**src/rtl/fend_pkg.sv**
```systemverilog
// Shared types, constants and helpers for the frame energy novelty detector.
`default_nettype none
package fend_pkg;

	localparam int FRAME_MAX   = 4096;
	localparam int SAMPLE_BITS = 16;
	localparam int SMP_USE     = (SAMPLE_BITS > 16) ? 16 : SAMPLE_BITS;
	localparam int SMP_SHIFT   = 16 - SMP_USE;

	localparam int SMP_W   = 16;
	localparam int RMS_W   = 16;
	localparam int SCORE_W = 17;
	localparam int BASE_W  = 17;
	localparam int WGT_W   = 16;
	localparam int SUM_W   = 44;
	localparam int PROD_W  = 2 * BASE_W;
	localparam int CNT_W   = $clog2(FRAME_MAX + 1);
	localparam int FRAC_W  = 16;

	localparam int DIV_STEPS  = SUM_W;
	localparam int SQRT_STEPS = RMS_W;
	localparam int STEP_W     = $clog2(DIV_STEPS);

	localparam logic [BASE_W-1:0]  ONE_Q16    = BASE_W'(1 << FRAC_W);
	localparam logic [SCORE_W-1:0] HALF_SCORE = SCORE_W'(1 << (FRAC_W - 1));
	localparam logic [WGT_W-1:0]   BW_RESET   = WGT_W'(655);
	localparam logic [WGT_W-1:0]   AW_RESET   = WGT_W'(6554);

	localparam int CFG_IDX_W = 1;
	localparam logic [CFG_IDX_W-1:0] REG_BASELINE_WEIGHT = 1'd0;
	localparam logic [CFG_IDX_W-1:0] REG_AVERAGE_WEIGHT  = 1'd1;

	typedef struct packed {
		logic signed [SMP_W-1:0] sample;
		logic                    frame_end;
	} smp_item_t;

	typedef struct packed {
		logic [SCORE_W-1:0] frame_score;
		logic [RMS_W-1:0]   rms_energy;
		logic [SCORE_W-1:0] average_novelty;
		logic               first_frame;
		logic               frame_overflow;
	} res_item_t;

	typedef enum logic [4:0] {
		OP_NONE,
		OP_LOAD,
		OP_SQUARE,
		OP_ACCUM,
		OP_MEAN_START,
		OP_DIV_STEP,
		OP_SQRT_START,
		OP_SQRT_STEP,
		OP_SCORE_START,
		OP_SCORE_TAKE,
		OP_MUL_OLD_B,
		OP_MUL_NEW_B,
		OP_SUM_B,
		OP_MUL_OLD_A,
		OP_MUL_NEW_A,
		OP_SUM_A,
		OP_EMIT
	} dp_op_t;

	typedef struct packed {
		dp_op_t op;
	} dp_cmd_t;

	typedef struct packed {
		logic last;
		logic step_last;
		logic score_div;
		logic out_free;
	} dp_sts_t;

	// Q1.15 magnitude of a sample, from 0 to 32768.
	function automatic logic [RMS_W-1:0] sample_mag(logic [SMP_W-1:0] raw);
		logic [SMP_USE-1:0] v;
		logic [SMP_USE:0]   m;
		v = raw[SMP_USE-1:0];
		if (v[SMP_USE-1]) begin
			m = {1'b1, {SMP_USE{1'b0}}} - {1'b0, v};
		end else begin
			m = {1'b0, v};
		end
		return RMS_W'(m) << SMP_SHIFT;
	endfunction

endpackage
`default_nettype wire

```
**src/rtl/fend_div.sv**
```systemverilog
// Restoring divider, one quotient bit per step.
`default_nettype none
module fend_div
	import fend_pkg::*;
(
	input  wire logic              clk,
	input  wire logic              start,
	input  wire logic              step,
	input  wire logic [SUM_W-1:0]  dividend,
	input  wire logic [BASE_W-1:0] divisor,
	output logic      [SUM_W-1:0]  quotient
);

	logic [SUM_W-1:0]  quo_q;
	logic [BASE_W-1:0] rem_q;
	logic [BASE_W-1:0] dvs_q;
	logic [BASE_W:0]   rem_sh;
	logic [BASE_W:0]   rem_sub;
	logic              fits;

	assign rem_sh  = {rem_q, quo_q[SUM_W-1]};
	assign fits    = rem_sh >= {1'b0, dvs_q};
	assign rem_sub = rem_sh - {1'b0, dvs_q};

	always_ff @(posedge clk) begin
		if (start) begin
			quo_q <= dividend;
			rem_q <= '0;
			dvs_q <= divisor;
		end else if (step) begin
			rem_q <= fits ? rem_sub[BASE_W-1:0] : rem_sh[BASE_W-1:0];
			quo_q <= {quo_q[SUM_W-2:0], fits};
		end
	end

	assign quotient = quo_q;

endmodule
`default_nettype wire

```
**src/rtl/fend_dp.sv**
```systemverilog
// Datapath: accumulation, mean divide, square root, score, baseline and average blends.
`default_nettype none
module fend_dp
	import fend_pkg::*;
(
	input  wire logic                 clk,
	input  wire logic                 arst_n,
	input  wire dp_cmd_t              cmd,
	output dp_sts_t                   sts,
	input  wire smp_item_t            smp_item,
	output logic                      res_valid,
	input  wire logic                 res_ready,
	output res_item_t                 res_item,
	input  wire logic                 cfg_write,
	input  wire logic [CFG_IDX_W-1:0] cfg_index,
	input  wire logic [WGT_W-1:0]     cfg_data
);

	logic [WGT_W-1:0]   wb_q, wa_q;
	logic [RMS_W-1:0]   mag_q;
	logic               last_q;
	logic [SUM_W-1:0]   sum_q;
	logic [CNT_W-1:0]   cnt_q;
	logic               ovf_q;
	logic [BASE_W-1:0]  base_q;
	logic               bvalid_q;
	logic [SCORE_W-1:0] avg_q;
	logic [SCORE_W-1:0] score_q;
	logic               first_q;
	logic [STEP_W-1:0]  step_q;
	logic [31:0]        rad_q;
	logic [RMS_W+1:0]   rem_q;
	logic [RMS_W-1:0]   root_q;
	logic [PROD_W-1:0]  pa_q, pb_q;
	logic               res_valid_q;
	res_item_t          res_q;

	logic [BASE_W-1:0]  mul_x, mul_y;
	logic [PROD_W-1:0]  product;
	logic [SUM_W:0]     sum_add;
	logic [PROD_W:0]    blend_sum;
	logic [BASE_W-1:0]  e_val;
	logic [BASE_W-1:0]  diff;
	logic               div_start;
	logic [SUM_W-1:0]   div_dividend;
	logic [BASE_W-1:0]  div_divisor;
	logic [SUM_W-1:0]   quotient;
	logic [RMS_W+3:0]   sq_sh;
	logic [RMS_W+3:0]   sq_trial;
	logic [RMS_W+3:0]   sq_sub;
	logic               sq_fits;
	logic               out_free;

	assign e_val = {root_q, 1'b0};
	assign diff  = (e_val >= base_q) ? (e_val - base_q) : (base_q - e_val);

	// Single shared multiplier
	always_comb begin
		mul_x = '0;
		mul_y = '0;
		case (cmd.op)
			OP_SQUARE: begin
				mul_x = BASE_W'(mag_q);
				mul_y = BASE_W'(mag_q);
			end
			OP_MUL_OLD_B: begin
				mul_x = base_q;
				mul_y = ONE_Q16 - BASE_W'(wb_q);
			end
			OP_MUL_NEW_B: begin
				mul_x = e_val;
				mul_y = BASE_W'(wb_q);
			end
			OP_MUL_OLD_A: begin
				mul_x = avg_q;
				mul_y = ONE_Q16 - BASE_W'(wa_q);
			end
			OP_MUL_NEW_A: begin
				mul_x = score_q;
				mul_y = BASE_W'(wa_q);
			end
			default: begin
				mul_x = '0;
				mul_y = '0;
			end
		endcase
	end
	assign product = mul_x * mul_y;

	assign sum_add   = {1'b0, sum_q} + (SUM_W + 1)'(pa_q);
	assign blend_sum = (PROD_W + 1)'(pa_q) + (PROD_W + 1)'(pb_q)
	                 + (PROD_W + 1)'(1 << (FRAC_W - 1));

	assign div_start    = (cmd.op == OP_MEAN_START) || (cmd.op == OP_SCORE_START);
	assign div_dividend = (cmd.op == OP_SCORE_START) ? (SUM_W'({diff, {FRAC_W{1'b0}}})) : sum_q;
	assign div_divisor  = (cmd.op == OP_SCORE_START) ? base_q :
	                      ((cnt_q == '0) ? BASE_W'(1) : BASE_W'(cnt_q));

	fend_div u_div (
		.clk      (clk),
		.start    (div_start),
		.step     (cmd.op == OP_DIV_STEP),
		.dividend (div_dividend),
		.divisor  (div_divisor),
		.quotient (quotient)
	);

	// Digit-by-digit square root, two radicand bits per step
	assign sq_sh    = {rem_q, rad_q[31:30]};
	assign sq_trial = (RMS_W + 4)'({root_q, 2'b01});
	assign sq_fits  = sq_sh >= sq_trial;
	assign sq_sub   = sq_sh - sq_trial;

	assign out_free = !res_valid_q || res_ready;

	always_ff @(posedge clk or negedge arst_n) begin
		if (!arst_n) begin
			wb_q        <= BW_RESET;
			wa_q        <= AW_RESET;
			sum_q       <= '0;
			cnt_q       <= '0;
			ovf_q       <= 1'b0;
			base_q      <= '0;
			bvalid_q    <= 1'b0;
			avg_q       <= '0;
			step_q      <= '0;
			res_valid_q <= 1'b0;
		end else begin
			if (cfg_write) begin
				unique case (cfg_index)
					REG_BASELINE_WEIGHT: wb_q <= cfg_data;
					REG_AVERAGE_WEIGHT:  wa_q <= cfg_data;
					default: ;
				endcase
			end
			if (cmd.op == OP_EMIT) begin
				res_valid_q <= 1'b1;
			end else if (res_ready) begin
				res_valid_q <= 1'b0;
			end
			case (cmd.op) inside
				OP_ACCUM: begin
					if (cnt_q < CNT_W'(FRAME_MAX)) begin
						sum_q <= sum_add[SUM_W] ? {SUM_W{1'b1}} : sum_add[SUM_W-1:0];
						cnt_q <= cnt_q + CNT_W'(1);
					end else begin
						ovf_q <= 1'b1;
					end
				end
				OP_MEAN_START, OP_SCORE_START: step_q <= STEP_W'(DIV_STEPS - 1);
				OP_SQRT_START:                 step_q <= STEP_W'(SQRT_STEPS - 1);
				OP_DIV_STEP, OP_SQRT_STEP:     step_q <= step_q - STEP_W'(1);
				OP_SUM_B: begin
					base_q   <= blend_sum[FRAC_W+BASE_W-1:FRAC_W];
					bvalid_q <= 1'b1;
				end
				OP_SUM_A: avg_q <= blend_sum[FRAC_W+SCORE_W-1:FRAC_W];
				OP_EMIT: begin
					sum_q <= '0;
					cnt_q <= '0;
					ovf_q <= 1'b0;
				end
				default: ;
			endcase
		end
	end

	always_ff @(posedge clk) begin
		case (cmd.op) inside
			OP_LOAD: begin
				mag_q  <= sample_mag(smp_item.sample);
				last_q <= smp_item.frame_end;
			end
			OP_SQUARE, OP_MUL_OLD_B, OP_MUL_OLD_A: pa_q <= product;
			OP_MUL_NEW_B, OP_MUL_NEW_A:            pb_q <= product;
			OP_SQRT_START: begin
				rad_q  <= quotient[31:0];
				rem_q  <= '0;
				root_q <= '0;
			end
			OP_SQRT_STEP: begin
				rad_q  <= {rad_q[29:0], 2'b00};
				rem_q  <= sq_fits ? sq_sub[RMS_W+1:0] : sq_sh[RMS_W+1:0];
				root_q <= {root_q[RMS_W-2:0], sq_fits};
			end
			OP_SCORE_START: begin
				first_q <= !bvalid_q;
				if (!bvalid_q) begin
					score_q <= HALF_SCORE;
				end else if (e_val != '0) begin
					score_q <= ONE_Q16;
				end else begin
					score_q <= '0;
				end
			end
			OP_SCORE_TAKE: begin
				score_q <= (quotient > SUM_W'(ONE_Q16)) ? ONE_Q16 : quotient[SCORE_W-1:0];
			end
			OP_EMIT: begin
				res_q.frame_score     <= score_q;
				res_q.rms_energy      <= root_q;
				res_q.average_novelty <= avg_q;
				res_q.first_frame     <= first_q;
				res_q.frame_overflow  <= ovf_q;
			end
			default: ;
		endcase
	end

	assign sts.last      = last_q;
	assign sts.step_last = (step_q == '0);
	assign sts.score_div = bvalid_q && (base_q != '0);
	assign sts.out_free  = out_free;

	assign res_valid = res_valid_q;
	assign res_item  = res_q;

endmodule
`default_nettype wire

```
**src/rtl/fend_ctrl.sv**
```systemverilog
// Controller: sequences sample accumulation and frame-end processing.
`default_nettype none
module fend_ctrl
	import fend_pkg::*;
(
	input  wire logic    clk,
	input  wire logic    arst_n,
	input  wire logic    smp_valid,
	output logic         smp_ready,
	input  wire dp_sts_t sts,
	output dp_cmd_t      cmd
);

	typedef enum logic [16:0] {
		S_IDLE   = 17'h00001,
		S_SQR    = 17'h00002,
		S_ACC    = 17'h00004,
		S_MEAN   = 17'h00008,
		S_MDIV   = 17'h00010,
		S_ROOT   = 17'h00020,
		S_RSTEP  = 17'h00040,
		S_SCORE  = 17'h00080,
		S_SDIV   = 17'h00100,
		S_SCLAMP = 17'h00200,
		S_BLB1   = 17'h00400,
		S_BLB2   = 17'h00800,
		S_BLB3   = 17'h01000,
		S_BLA1   = 17'h02000,
		S_BLA2   = 17'h04000,
		S_BLA3   = 17'h08000,
		S_EMIT   = 17'h10000
	} state_t;

	state_t state_q, state_d;

	always_comb begin
		state_d = state_q;
		cmd.op  = OP_NONE;
		unique case (state_q)
			S_IDLE: begin
				if (smp_valid) begin
					cmd.op  = OP_LOAD;
					state_d = S_SQR;
				end
			end
			S_SQR: begin
				cmd.op  = OP_SQUARE;
				state_d = S_ACC;
			end
			S_ACC: begin
				cmd.op  = OP_ACCUM;
				state_d = sts.last ? S_MEAN : S_IDLE;
			end
			S_MEAN: begin
				cmd.op  = OP_MEAN_START;
				state_d = S_MDIV;
			end
			S_MDIV: begin
				cmd.op = OP_DIV_STEP;
				if (sts.step_last) begin
					state_d = S_ROOT;
				end
			end
			S_ROOT: begin
				cmd.op  = OP_SQRT_START;
				state_d = S_RSTEP;
			end
			S_RSTEP: begin
				cmd.op = OP_SQRT_STEP;
				if (sts.step_last) begin
					state_d = S_SCORE;
				end
			end
			S_SCORE: begin
				// fixed score is set here; the divide only runs against a live baseline
				cmd.op  = OP_SCORE_START;
				state_d = sts.score_div ? S_SDIV : S_BLB1;
			end
			S_SDIV: begin
				cmd.op = OP_DIV_STEP;
				if (sts.step_last) begin
					state_d = S_SCLAMP;
				end
			end
			S_SCLAMP: begin
				cmd.op  = OP_SCORE_TAKE;
				state_d = S_BLB1;
			end
			S_BLB1: begin
				cmd.op  = OP_MUL_OLD_B;
				state_d = S_BLB2;
			end
			S_BLB2: begin
				cmd.op  = OP_MUL_NEW_B;
				state_d = S_BLB3;
			end
			S_BLB3: begin
				cmd.op  = OP_SUM_B;
				state_d = S_BLA1;
			end
			S_BLA1: begin
				cmd.op  = OP_MUL_OLD_A;
				state_d = S_BLA2;
			end
			S_BLA2: begin
				cmd.op  = OP_MUL_NEW_A;
				state_d = S_BLA3;
			end
			S_BLA3: begin
				cmd.op  = OP_SUM_A;
				state_d = S_EMIT;
			end
			S_EMIT: begin
				if (sts.out_free) begin
					cmd.op  = OP_EMIT;
					state_d = S_IDLE;
				end
			end
			default: begin
				state_d = S_IDLE;
			end
		endcase
	end

	always_ff @(posedge clk or negedge arst_n) begin
		if (!arst_n) begin
			state_q <= S_IDLE;
		end else begin
			state_q <= state_d;
		end
	end

	assign smp_ready = (state_q == S_IDLE);

endmodule
`default_nettype wire

```
**src/rtl/frame_energy_novelty_detector.sv**
```systemverilog
// Top level of the frame energy novelty detector.
// Samples arrive as items on the smp channel, a frame closing at the item with
// frame_end set; one result item per frame leaves on the res channel. An item that
// does not end a frame is accepted, squared on the shared multiplier and then
// added by a saturating accumulate. A frame-end item then runs through the
// bit-serial divider for the mean square, the two-bits-per-step square root,
// the same divider again for the relative deviation, and the baseline and
// average blends (four products on the shared multiplier, two sums) before its
// result is registered. On the first frame or with a zero baseline the score
// divide is skipped. The result register frees the input side: the next frame is
// accepted while a result waits to be taken; a later frame end holds until that
// result leaves. Weights are written through the cfg port while no frame is in
// flight; the user must keep to this, as the block does not enforce it.
`default_nettype none
module frame_energy_novelty_detector
	import fend_pkg::*;
(
	input  wire logic                 clk,
	input  wire logic                 arst_n,
	input  wire logic                 smp_valid,
	output logic                      smp_ready,
	input  wire smp_item_t            smp_item,
	output logic                      res_valid,
	input  wire logic                 res_ready,
	output res_item_t                 res_item,
	input  wire logic                 cfg_write,
	input  wire logic [CFG_IDX_W-1:0] cfg_index,
	input  wire logic [WGT_W-1:0]     cfg_data
);

	dp_cmd_t cmd;
	dp_sts_t sts;

	fend_ctrl u_ctrl (
		.clk       (clk),
		.arst_n    (arst_n),
		.smp_valid (smp_valid),
		.smp_ready (smp_ready),
		.sts       (sts),
		.cmd       (cmd)
	);

	fend_dp u_dp (
		.clk       (clk),
		.arst_n    (arst_n),
		.cmd       (cmd),
		.sts       (sts),
		.smp_item  (smp_item),
		.res_valid (res_valid),
		.res_ready (res_ready),
		.res_item  (res_item),
		.cfg_write (cfg_write),
		.cfg_index (cfg_index),
		.cfg_data  (cfg_data)
	);

endmodule
`default_nettype wire

```
**config.mk**
```make
export PLATFORM = sky130hd
export DESIGN_NAME = frame_energy_novelty_detector
export DESIGN_NICKNAME = d
export VERILOG_FILES = /design/src/rtl/fend_pkg.sv /design/src/rtl/fend_div.sv /design/src/rtl/fend_dp.sv /design/src/rtl/fend_ctrl.sv /design/src/rtl/frame_energy_novelty_detector.sv
export SDC_FILE = /design/constraint.sdc
export NUM_CORES = 2
export LEC_CHECK = 0
export BUFFER_PORTS_ARGS = -buffer_cell sky130_fd_sc_hd__buf_2
export CORE_ASPECT_RATIO = 0.6
export CORE_MARGIN = 1
export CORE_UTILIZATION = 40
export DETAILED_ROUTE_END_ITERATION = 10
export REMOVE_ABC_BUFFERS = 1
export SYNTH_ARGS = -nofsm -noshare
export SYNTH_HDL_FRONTEND = slang
export SYNTH_SLANG_ARGS = --single-unit
export TNS_END_PERCENT = 10
```
**constraint.sdc**
```tcl
create_clock -name clk -period 11 [get_ports clk]
set_input_delay 1.1 -clock clk [delete_from_list [all_inputs] [get_ports clk]]
set_output_delay 1.1 -clock clk [all_outputs]
set_load 0.02 [all_outputs]
```
==> metrics.txt <==
Pwr Total=5458 uW; Final Max Slew Viols=0; cts bufs inserted=45; worst vdd ir=0.0001204 V; Hold Path Cell Cnt=2; worst r2r src=u_ctrl.state_q[2]; CTS root buf=clkbuf_16; Most used DFF post-synth=edfxtp_1; final net count=4056; total track usage=0.2556; FFs w/ async S/R, synth=0.3333; hold wc startpoint=u_dp.u_div.rem_q[10]; initial DRC count=3090; share of cells above drive strength 1=0.1050; DR vias=27.10k; P&R area growth vs syn=10.25%; HP Class=reg2reg; most common cell after layout, fill and taps aside=nand2_1; Max Fclk=0.09613 GHz; Critical Path Fanout Max=30; final WL=111.5 mm; cell taking the most area after synthesis=edfxtp_1; CTS Hold Buffers Added=0; GPL Wtd Cong=0.9895; Tcrit/Tclk final=0.9457; clock buffer depth=3; slowest CP cell=or4_4; Initial Util=0.4081; first drt pass iteration count=7; WHS Endpoint=u_dp.u_div.rem_q[10]; # rows=82; top cell type's share of synthesized area=0.2452; Worst setup startpoint=u_ctrl.state_q[2]; DRC=0; Synth area leaders=edfxtp_1 25%, fa_1 13%, ha_1 10%, dfrtp_1 9.8%, nand2_1 4.6%; vias in the first global route=25.42k; die height=229.2 um; drt via density=5.783; clk sinks=447; skew final=72.51 ps; first-pass GRT wire length=167.4 mm; Die ar.=87250 um2; PwrDens=143.8 nW/um2; antenna violations before repair=7; Worst-Margin Slew=1062 ps; hold slack final=485.3 ps; worst reg2reg path depth=33; switching portion of total power=0.3579; antenna-violating nets left=0; LEAKAGE=0.01689 uW; nature of the critical path endpoint=register; number of setup violations in the final report=0; total grt overflow=0; R2R Path End=u_dp.pa_q[33]; CTS tree=done; Mapped Area=34420 um2; clk_lat worst skew=630 ps; Int Power=3504 uW; Die X-Extent=380.7 um; Post-synth EDFFs=281; worst path required time=11360 ps; crit-path leading delay family=adder cells; Slew HR=0.2901; largest stage delay on the critical path=670 ps; Yosys Warn Count=0; Final Util=0.4499; Post-CTS Setup Inserts=0; FF+latch count, synth=447; count of cell types in the netlist=94; Synth Instances=3430; Buf/Inv on CP=6; H-tree Lvls=2; largest net degree at the start of global routing=80; Clock transition at path regs=70 ps; RSZ-0062 raised after global routing=false; Fin. Hold Viols=0; count of input and output buffers=92; Comb power frac=0.311; cts repair resizes=0; WP data arrival=10770 ps; WL/cell=23.80 um; commonest non-fill, non-tap cells in the layout=420 x nand2_1, 363 x inv_1, 281 x edfxtp_1, 275 x ha_1, 228 x fa_1; Core Box Area=84340 um2; Crit Path Class=reg2reg; Worst R2R Setup Slack=600 ps; cell mode on critical path=fa_1; setup TNS=0 ps; Critical Path Start Type=register; NetSw=1954 uW; clock power share=0.297; Seq/Total Area, Yosys=0.3639; min cycle time layout=10400 ps; Final HPWL DP=88.22 mm; total of max-cap violations=0; Flop pwr share=0.392; status=completed; Top-Level Pins=93; Synth Area per Inst=10.03 um2
[flip-flops by register name, summed over array words and instances (netlist names), 13 cells and up]
register / count
u_dp.res_item: 52
u_dp.sum_q: 44
u_dp.u_div.quotient: 44
u_dp.pa_q: 34
u_dp.pb_q: 33
u_dp.rad_q: 32
u_dp.rem_q: 18
u_ctrl.state_q: 17
u_dp.avg_q: 17
u_dp.base_q: 17
u_dp.score_q: 17
u_dp.u_div.dvs_q: 17
u_dp.u_div.rem_q: 17
u_dp.mag_q: 16
u_dp.root_q: 16
u_dp.wa_q: 16
u_dp.wb_q: 16
u_dp.cnt_q: 13
[how the worst max path moves through the flow]
stage	end	cells past startpoint
after floorplan	u_dp.pa_q[33]	32
after global placement	u_dp.pa_q[33]	33
after detailed placement	u_dp.pa_q[33]	33
after CTS	u_dp.pa_q[33]	33
after global routing	u_dp.pa_q[33]	33
final	u_dp.pa_q[33]	33
[tightest hold or removal path, stage by stage, from the launching register on]
cell and delay (ps):
dfxtp_1 320, nand2_1 50, o21ai_0 60
[through the flow]
step	instance area (um2)	std cells	worst slack, ps
finish	37940	4686	597.0
global route	37940	4685	48.89
CTS	37930	4685	691.8
detailed placement	36410	4601	743.6
global placement	36410	4601	919.8
floorplan	33910	3302	1342
[per-layer routing]
metal  share of wire  GRT usage  vias to the layer above
met1            0.50     0.4179                    13470
met4           0.017    0.04418                        2
li1                -          -                    12230
met3            0.14    0.09724                      116
met5        0.000099          0                        -
met2            0.35     0.3063                     1291
[kinds of logic after synthesis]
logic type,after synthesis,share of synthesized area
buf+inv,497,0.05501
simple gates,1011,0.1382
compound gates,714,0.1380
fa+ha+maj,503,0.2326
xor+xnor,151,0.03843
mux,107,0.03377
flops,447,0.3639
[Yosys cell counts, types with 7 or more instances]
cell type and n:
and2_1 45, nor4_1 33, xor2_1 48, a222oi_1 9, dfxtp_1 17, a221oi_1 23
o31ai_1 9, clkbuf_1 111, mux2_2 73, or2_2 12, o21ai_0 180, mux2i_1 34
nand2b_1 29, nand3b_1 13, a221o_1 20, a22o_1 32, buf_1 8, nand2_1 420
edfxtp_1 281, o211ai_1 8, a31oi_1 33, and3_1 30, nor3_1 64, a22oi_1 30
fa_1 228, o221ai_1 10, ha_1 275, o21a_1 20, nor2b_1 23, a21oi_1 159
inv_1 364, a211oi_1 19, nand3_1 44, dfstp_2 14, xnor2_1 103, nor2_1 207
and4_1 7, o21bai_1 21, nand4_1 26, dfrtp_1 135, or3_1 33, a21o_1 66
o22ai_1 8
[cell type report]
class | instances | area [um2]
antenna | 1 | 2.502
fill | 8132 | 46390
sequential | 447 | 12520
timing repair buffer | 165 | 1015
clock inverter | 22 | 271.5
tap | 1134 | 1419
multi-input combinational | 2486 | 20070
clock buffer | 62 | 1250
inverter | 369 | 1389
[power groups by stage]
stage	clock [uW]	combinational [uW]	sequential (uW)
6_report	1620	1700	2140
3_3_place_gp	0	1640	2170
3_5_place_dp	0	1650	2170
4_1_cts	1650	1660	2140
2_1_floorplan	0	1160	2100
5_1_grt	1710	1860	2160
(Power assumes the default switching activity.)
